==> src/rtl/core/bpa_pkg.sv <==
// Shared types and constants for the bitmap page allocator.
// Holds the transaction payload structs and the controller/datapath interface.
// No dependencies.
package bpa_pkg;

  localparam int NUM_PAGES  = 4096;
  localparam int PAGE_W     = $clog2(NUM_PAGES);
  localparam int COUNT_W    = PAGE_W + 1;
  localparam int ROW_BITS   = 8;
  localparam int ROW_W      = $clog2(ROW_BITS);
  localparam int NUM_ROWS   = NUM_PAGES / ROW_BITS;
  localparam int ROW_ADDR_W = $clog2(NUM_ROWS);

  localparam logic [1:0] OP_ALLOC   = 2'd0;
  localparam logic [1:0] OP_FREE    = 2'd1;
  localparam logic [1:0] OP_RESERVE = 2'd2;
  localparam logic [1:0] OP_UNUSED  = 2'd3;

  typedef struct packed {
    logic [1:0]         op;
    logic [PAGE_W-1:0]  first_page;
    logic [COUNT_W-1:0] span_len;
    logic [COUNT_W-1:0] align_pages;
  } in_item_t;

  typedef struct packed {
    logic               ok;
    logic [PAGE_W-1:0]  start_page;
    logic [COUNT_W-1:0] free_pages;
  } out_item_t;

  typedef struct packed {
    logic capture;
    logic clr_step;
    logic scan_init;
    logic scan_step;
    logic take_found;
    logic set_ok;
    logic mark_init;
    logic mark_rd;
    logic load_out;
  } bpa_cmd_t;

  typedef struct packed {
    logic [1:0] op;
    logic       cnt_zero;
    logic       clr_last;
    logic       found;
    logic       map_end;
    logic       mark_last;
  } bpa_sts_t;

endpackage

==> src/rtl/core/bpa_ctrl.sv <==
// Controller of the bitmap page allocator: sequences clearing, scan and marking.
// Drives the datapath commands and the channel handshakes.
// Depends on bpa_pkg.
module bpa_ctrl import bpa_pkg::*; (
  input  logic     clk,
  input  logic     rst_n,
  input  logic     in_valid,
  output logic     in_ready,
  output logic     out_valid,
  input  logic     out_ready,
  input  bpa_sts_t sts,
  output bpa_cmd_t cmd
);

  localparam logic [3:0] S_CLEAR    = 4'd0;
  localparam logic [3:0] S_IDLE     = 4'd1;
  localparam logic [3:0] S_DISPATCH = 4'd2;
  localparam logic [3:0] S_SCAN0    = 4'd3;
  localparam logic [3:0] S_SCAN     = 4'd4;
  localparam logic [3:0] S_MARK0    = 4'd5;
  localparam logic [3:0] S_MARK_RD  = 4'd6;
  localparam logic [3:0] S_MARK_WR  = 4'd7;
  localparam logic [3:0] S_RESP     = 4'd8;

  logic [3:0] state_r;
  logic [3:0] state_nxt;
  logic       out_valid_r;
  logic       out_valid_nxt;
  logic       slot_free;

  assign in_ready  = (state_r == S_IDLE);
  assign out_valid = out_valid_r;
  assign slot_free = !out_valid_r || out_ready;

  always_comb begin
    cmd       = '0;
    state_nxt = state_r;
    unique case (state_r)
      S_CLEAR: begin
        cmd.clr_step = 1'b1;
        if (sts.clr_last) begin
          state_nxt = S_IDLE;
        end
      end
      S_IDLE: begin
        if (in_valid) begin
          cmd.capture = 1'b1;
          state_nxt   = S_DISPATCH;
        end
      end
      S_DISPATCH: begin
        unique case (sts.op) inside
          OP_ALLOC: begin
            state_nxt = sts.cnt_zero ? S_RESP : S_SCAN0;
          end
          OP_FREE, OP_RESERVE: begin
            cmd.set_ok = 1'b1;
            state_nxt  = sts.cnt_zero ? S_RESP : S_MARK0;
          end
          default: begin
            state_nxt = S_RESP;
          end
        endcase
      end
      S_SCAN0: begin
        cmd.scan_init = 1'b1;
        state_nxt     = S_SCAN;
      end
      S_SCAN: begin
        cmd.scan_step = 1'b1;
        if (sts.found) begin
          cmd.take_found = 1'b1;
          state_nxt      = S_MARK0;
        end else if (sts.map_end) begin
          state_nxt = S_RESP;
        end
      end
      S_MARK0: begin
        cmd.mark_init = 1'b1;
        state_nxt     = S_MARK_RD;
      end
      S_MARK_RD: begin
        cmd.mark_rd = 1'b1;
        if (sts.mark_last) begin
          state_nxt = S_MARK_WR;
        end
      end
      S_MARK_WR: begin
        state_nxt = S_RESP;
      end
      S_RESP: begin
        if (slot_free) begin
          cmd.load_out = 1'b1;
          state_nxt    = S_IDLE;
        end
      end
      default: begin
        state_nxt = S_IDLE;
      end
    endcase
  end

  always_comb begin
    if (cmd.load_out) begin
      out_valid_nxt = 1'b1;
    end else if (out_ready) begin
      out_valid_nxt = 1'b0;
    end else begin
      out_valid_nxt = out_valid_r;
    end
  end

  always_ff @(posedge clk) begin
    if (!rst_n) begin
      state_r     <= S_CLEAR;
      out_valid_r <= 1'b0;
    end else begin
      state_r     <= state_nxt;
      out_valid_r <= out_valid_nxt;
    end
  end

  a_no_accept_while_clearing: assert property (@(posedge clk) disable iff (!rst_n)
    (state_r == S_CLEAR) |-> !in_ready)
    else $error("transaction accepted during the clearing pass");

  a_load_needs_slot: assert property (@(posedge clk) disable iff (!rst_n)
    cmd.load_out |-> slot_free)
    else $error("result register overwritten before it was taken");

  a_mark_sequence: assert property (@(posedge clk) disable iff (!rst_n)
    (state_r == S_MARK_RD) |=> ((state_r == S_MARK_RD) || (state_r == S_MARK_WR)))
    else $error("marking left before its final write");

endmodule
==> config.mk <==
export PLATFORM = sky130hd
export DESIGN_NAME = bpa_ctrl
export DESIGN_NICKNAME = d
export VERILOG_FILES = /design/src/rtl/core/bpa_pkg.sv /design/src/rtl/core/bpa_ctrl.sv
export SDC_FILE = /design/constraint.sdc
export NUM_CORES = 1
export LEC_CHECK = 0
export BUFFER_PORTS_ARGS = -buffer_cell sky130_fd_sc_hd__buf_2
export CAP_MARGIN = 15
export CORE_AREA = 10 10 47 49
export CTS_CLUSTER_SIZE = 30
export DETAILED_ROUTE_END_ITERATION = 16
export DIE_AREA = 0 0 57 59
export PLACE_DENSITY = 0.68
export SKIP_CTS_REPAIR_TIMING = 1
export SKIP_LAST_GASP = 1
export SLEW_MARGIN = 20
export SYNTH_ARGS = -nofsm -noshare
export SYNTH_HDL_FRONTEND = slang
export SYNTH_SLANG_ARGS = --single-unit
==> constraint.sdc <==
create_clock -name clk -period 1.9 [get_ports clk]
set_input_delay 0.38 -clock clk [delete_from_list [all_inputs] [get_ports clk]]
set_output_delay 0.38 -clock clk [all_outputs]
set_load 0.05 [all_outputs]
==> results of run 1 <==
[stage by stage]
step	worst slack (ns)	TNS [ns]	cell area [sq um]	hold WS [ns]	std cells
final	0.07562	0	738.2	0.4016	110
after global routing	-0.002908	-0.002908	738.2	0.4065	110
after CTS	-0.03292	-0.05573	704.4	0.3919	109
after detailed placement	0.2342	0	678.2	0.5374	105
after global placement	0.2465	0	678.2	0.5308	105
after floorplan	-0.09570	-0.1714	549.3	0.4893	68
[worst paths after layout]
check | end | cells after the start
max reg2reg | state_r[0]$_SDFFE_PN0P_ | 5
min | state_r[2]$_SDFFE_PN0P_ | 3
min reg2reg | out_valid$_SDFFE_PN0P_ | 2
max | cmd[4] | 4
[metal layers]
layer	global-route usage [%]	wire length, um	vias to the layer above
met1	9.988	655	254
met3	4.936	112	2
met4	3.020	16	0
met2	11.32	621	20
li1	-	-	296
met5	0	0	-
[cells by family (layout without fill, tap and decap cells)]
| logic type | after synthesis | after routing | synth area share [%] |
|---|---|---|---|
| compound gates | 17 | 17 | 24.05 |
| flops | 5 | 5 | 19.05 |
| xor+xnor | 1 | 1 | 1.667 |
| simple gates | 32 | 32 | 37.86 |
| fa+ha+maj | 2 | 2 | 4.761 |
| mux | 1 | 1 | 1.905 |
| buf+inv | 10 | 36 | 10.71 |
[synth_stat cells (all sizes together)]
master	number
nor3b	1
buf	6
or3	1
a211oi	2
nand2b	4
nand2	3
xnor2	1
and3	1
nor4bb	1
o211ai	2
a31oi	1
nor2	8
a21oi	6
o21ai	1
inv	4
o41ai	1
mux2i	1
or3b	1
dfxtp	5
nor4b	1
ha	2
nand3b	1
nor4	3
a311o	1
nor2b	1
o32ai	1
nor3	3
o211a	2
and2	3
[registers in the layout, indices dropped and copies added, names as in the netlist]
register / flops
out_valid: 1
state_r: 4
[area by class of cell]
cell class	count	area [sq um]	share of cell area [%]
multi-input cells	53	404.1	54.75
repair buffers	28	171.4	23.22
flip-flops and latches	5	101.3	13.73
clock buffers	4	26.28	3.559
well taps	16	20.02	2.712
inverters	4	15.01	2.034
[worst reg2reg max path: stages (launching register included)]
cell and delay, ns:
dfxtp_1 0.45, buf_4 0.25, a211oi_1 0.11, nor4_1 0.29, o211ai_1 0.15, o211a_1 0.15
[power groups by stage]
stage               registers [mW]  logic [mW]  clock network (mW)
floorplan                    0.112      0.0702                   0
global placement             0.114      0.0995                   0
detailed placement           0.113       0.100                   0
CTS                          0.111       0.100               0.130
global route                 0.113       0.111               0.140
finish                       0.113       0.101               0.126
==> key figures, run 1 <==
Timing
  • Fin Clk Skew: around 0.0020 ns
  • Final number of hold-violating endpoints: 0
  • RSZ-0062 raised after global routing: yes
  • Final period utilization: slightly below 100%
  • Final setup violation count: 0
  • Fin crit period: 1.824 ns
  • Maximum clock frequency: around 550 MHz
  • Slew Viols, Final: 0
  • Slew Limit Headroom: between 60% and 70%
  • Worst-Margin Slew: between 0.4 and 0.5 ns

Clock tree
  • H-tree depth: 1
  • Worst-Skew Late Latency: roughly 0.24 ns
  • CTS Buf Count: 3
  • Clock tree root driver cell: clkbuf_4
  • CTS sink cnt: 5
  • CTS tree: built
  • Worst-case clock buffer depth: 2
  • Clock-pin slew of the registers on the worst-case setup and hold paths: around 0.05 ns

Cells and area
  • Fin nets: 108
  • Diode count: 0
  • Commonest non-fill, non-tap cell in the layout: buf_2
  • Area delta synth->final: 40.48%
  • Most frequent cells in the layout: buf_2 (17), buf_4 (8), nor2_1 (6), a21oi_1 (6), clkbuf_4 (5)
  • Final core area utilization: 52.68%
  • Layout cell share with drive strength beyond 1: 44.68%
  • Layout fillers: approximately 140

Setup path
  • Reg2Reg Setup Slack: 0.39 ns
  • CP delay by family, top: simple AND/OR/NAND/NOR gates
  • CP arrival: about 1.4 ns
  • WP data required: roughly 1.5 ns
  • Worst-path maximum fanout: 5
  • FF-to-FF Start: state_r[1]$_SDFFE_PN0P_
  • Critical Path Start: state_r[0]$_SDFFE_PN0P_
  • Buffers and inverters on the worst path: 1
  • CP max stage delay: around 0.43 ns
  • CP Class: register to output pin
  • CP Capture Type: output pin
  • CP max-delay cell: or3b_4
  • Crit path launch type: register
  • Cell Chain, Critical Path: or3b_4, nor2_4, and2_2, buf_6

Hold path
  • Class of the worst hold path: input pin to register
  • Worst Hold Launch: rst_n

Power and ir drop
  • Reg power frac: around 33%
  • Comb pwr share: slightly below 30%
  • Leak: 0.3403 nW
  • Design internal power: about 0.23 mW
  • Cell Pwr Density: ~460 nW/um^2
  • Total power: around 0.34 mW
  • Switch share: between 30% and 40%
  • Clock power share: between 30% and 40%
  • Worst VDD drop: 0.0003655 V
  • Reported net switching power: ~0.11 mW

Synth
  • Gate Count Post-Synth: 68
  • Synth Cell Area: approximately 530 sq um
  • Area contributors post-synth: dfxtp_1 (19%), a21oi_1 (5.7%), ha_1 (4.8%)
  • Mean Syn Cell Area: just under 8 sq um
  • Synth Warn #: 0
  • Post-synth top area share: between 10% and 20%
  • Seq/Total Area, Yosys: 19.05%
  • Syn nets: 81
  • Synth area leader: dfxtp_1
  • FF+latch count, synth: 5
  • Netlist cell types: 33

Detailed routing
  • # DRC: 0
  • Vias per cell: ~5.2
  • Pre-antenna DRT Iters: 4
  • Routed len/inst: 12.78 um
  • DRT iter0 DRCs: 13
  • Antenna Nets Post-Route: 0
  • Routed vias: 572
  • Final WL: between 1 and 1.5 mm

Floorplanning
  • Chip width: between 50 and 60 um
  • Core Area: about 1400 sq um
  • Die Height: 59 um
  • Row count: 14
  • DIE AREA: around 3400 sq um
  • Top Ports: 22
  • Starting Density: 37.50%

Global route
  • Largest net degree at the start of global routing: 12
  • Vias in the first global route: roughly 540
  • Antenna violations before repair: 0
  • First-pass GRT wire length: ~2.3 mm
  • Grt total ovfl: 0
  • Total track usage: 8.171%

Placement
  • Buffers on Ports: 21
  • Post-DP HPWL: ~1.2 mm
  • Placer Congestion: slightly below 0.9

Outcome
  • Outcome: completed

Job
  • MaxCap Viol Count: 0
Power figures use the tool's default switching activity.
==> inputs of run 2 (changes only) <==
CTS_BUF_LIST = sky130_fd_sc_hd__clkbuf_8   (was not set)
CTS_CLUSTER_SIZE = not set   (was 30)
==> key figures, run 2 (synthesized netlist as in run 1, its figures left out) <==
Outcome
  • Outcome: completed

Global route
  • Busiest grt layer: met2
  • Met1 global-route usage: 10.23% (+0.24 points)
  • First-pass GRT wire length: 2.339 mm (+1.5%)
  • Met2 usage: 11.63% (+0.31 points)
  • Grt total ovfl: 0 (unchanged)
  • Antenna violations before repair: 0 (unchanged)
  • Largest net degree at the start of global routing: 12 (unchanged)
  • Total track usage: 8.344% (+0.17 points)
  • Vias in the first global route: 549 (+0.92%)
  • M3 GR Usage: 4.936% (unchanged)

Cells and area
  • Commonest non-fill, non-tap cell in the layout: buf_2
  • Fin nets: 107 (-0.93%)
  • Area delta synth->final: 40.48% (unchanged)
  • Layout cell share with drive strength beyond 1: 43.01% (-1.7 points)
  • Reg with most FFs: state_r
  • Most frequent cells in the layout: buf_2 (19), buf_4 (7), nor2_1 (6), a21oi_1 (6), inv_1 (5)
  • Diode count: 0 (unchanged)
  • Final core area utilization: 52.68% (unchanged)
  • Max reg flops: 4 (unchanged)

Clock tree
  • Clock-pin slew of the registers on the worst-case setup and hold paths: 0.04 ns (about the same)
  • CTS Buf Count: 3 (unchanged)
  • CTS sink cnt: 5 (unchanged)
  • Clock tree root driver cell: clkbuf_8
  • Worst-case clock buffer depth: 2 (unchanged)
  • Worst-Skew Late Latency: 0.22 ns (-0.02 ns)
  • CTS tree: built
  • H-tree depth: 1 (unchanged)

Setup path
  • CP max stage delay: 0.43 ns (about the same)
  • Buffers and inverters on the worst path: 1 (unchanged)
  • Reg2Reg Setup Slack: 0.37 ns (-0.02 ns)
  • Critical Path Start: state_r[2]$_SDFFE_PN0P_
  • CP Capture Type: output pin
  • Worst-path maximum fanout: 5 (unchanged)
  • CP arrival: 1.44 ns (about the same)
  • Crit path launch type: register
  • CP Class: register to output pin
  • R2r worst-path depth: 5 (unchanged)
  • CP max-delay cell: or3b_4
  • Worst r2r dst: state_r[0]$_SDFFE_PN0P_
  • Critical Path End: cmd[4]
  • FF-to-FF Start: state_r[1]$_SDFFE_PN0P_
  • WP data required: 1.52 ns (about the same)
  • Cell Chain, Critical Path: or3b_4, nor2_4, and2_2, buf_4
  • WP depth: 4 (unchanged)
  • CP delay by family, top: simple AND/OR/NAND/NOR gates

Floorplanning
  • Core Area: 1401 sq um (unchanged)
  • Starting Density: 37.50% (unchanged)
  • Row count: 14 (unchanged)
  • Chip width: 57 um (unchanged)
  • Die Height: 59 um (unchanged)
  • Top Ports: 22 (unchanged)
  • DIE AREA: 3363 sq um (unchanged)

Detailed routing
  • DRT iter0 DRCs: 8 (-5)
  • Antenna Nets Post-Route: 0 (unchanged)
  • Routed vias: 570 (-0.35%)
  • # DRC: 0 (unchanged)
  • Routed len/inst: 13.05 um (+2.1%)
  • Vias per cell: 5.229 (+0.56%)
  • Final WL: 1.422 mm (+1.1%)
  • Pre-antenna DRT Iters: 2 (-2)

Timing
  • Fin Clk Skew: 0.0002586 ns (-0.001710 ns)
  • Maximum clock frequency: 550.2 MHz (+0.38%)
  • Final number of hold-violating endpoints: 0 (unchanged)
  • Fin crit period: 1.817 ns (-0.006907 ns)
  • Final setup violation count: 0 (unchanged)
  • RSZ-0062 raised after global routing: yes
  • Worst-Margin Slew: 0.4666 ns (+0.0008091 ns)
  • Slew Viols, Final: 0 (unchanged)
  • Slew Limit Headroom: 68.70% (about the same)
  • Final period utilization: 95.66% (-0.36 points)

Power and ir drop
  • Cell Pwr Density: 549.8 nW/um^2 (+19%)
  • Worst VDD drop: 0.0007114 V (+95%)
  • Total power: 0.4058 mW (+19%)
  • Leak: 0.3483 nW (+2.3%)

Hold path
  • Worst hold path cell count: 3 (unchanged)
  • Class of the worst hold path: input pin to register

Placement
  • Post-DP HPWL: 1.165 mm (unchanged)
  • Placer Congestion: 0.8952 (unchanged)
  • Buffers on Ports: 21 (unchanged)

Job
  • MaxCap Viol Count: 0 (unchanged)
run 2: where the power goes:
group | total, mW | leakage, nW | switching (mW) | internal, mW
logic | 0.101 | 0.280 | 0.0622 | 0.0388
registers | 0.113 | 0.0411 | 0.00432 | 0.108
clock network | 0.192 | 0.0269 | 0.0537 | 0.139
run 2: routing by layer:
layer / share of wire [%] / wire, um / vias up
met4: 0.98 / 14 / 0
met1: 46 / 656 / 252
met5: 0 / 0 / -
li1: - / - / 295
met3: 8.5 / 121 / 2
met2: 44 / 628 / 21
run 2: worst min-delay path by stage:
stage	start	end	slack (ns)
6_report	rst_n	state_r[2]$_SDFFE_PN0P_	0.43
5_1_grt	rst_n	state_r[1]$_SDFFE_PN0P_	0.43
4_1_cts	rst_n	state_r[2]$_SDFFE_PN0P_	0.42
3_5_place_dp	out_valid$_SDFFE_PN0P_	out_valid$_SDFFE_PN0P_	0.54
3_3_place_gp	out_valid$_SDFFE_PN0P_	out_valid$_SDFFE_PN0P_	0.53
2_1_floorplan	rst_n	state_r[2]$_SDFFE_PN0P_	0.49
run 2: stage by stage:
stage	hold WS, ns	TNS, ns	setup slack [ns]	instances	cell area (sq um)
CTS	0.4227	-0.002496	-0.002496	109	723.2
global placement	0.5308	0	0.2465	105	678.2
global route	0.4333	-0.009047	-0.008817	109	738.2
floorplan	0.4893	-0.1714	-0.09570	68	549.3
finish	0.4253	0	0.08253	109	738.2
detailed placement	0.5374	0	0.2342	105	678.2
run 2: worst register-to-register path, delay by kind of cell, from the launching register on:
kind | cells | cell delay [ns]
flip-flops | 1 | 0.45
AO/OA/AOI/OAI | 3 | 0.43
AND/OR/NAND/NOR | 1 | 0.29
buffers and inverters | 1 | 0.25
run 2: layout make-up:
class	instances	area, sq um
Inverter	4	15.01
Clock inverter	1	3.754
Sequential cell	5	101.3
Clock buffer	3	41.29
Fill cell	137	663.1
Multi-Input combinational cell	53	401.6
Timing Repair Buffer	27	155.1
Tap cell	16	20.02
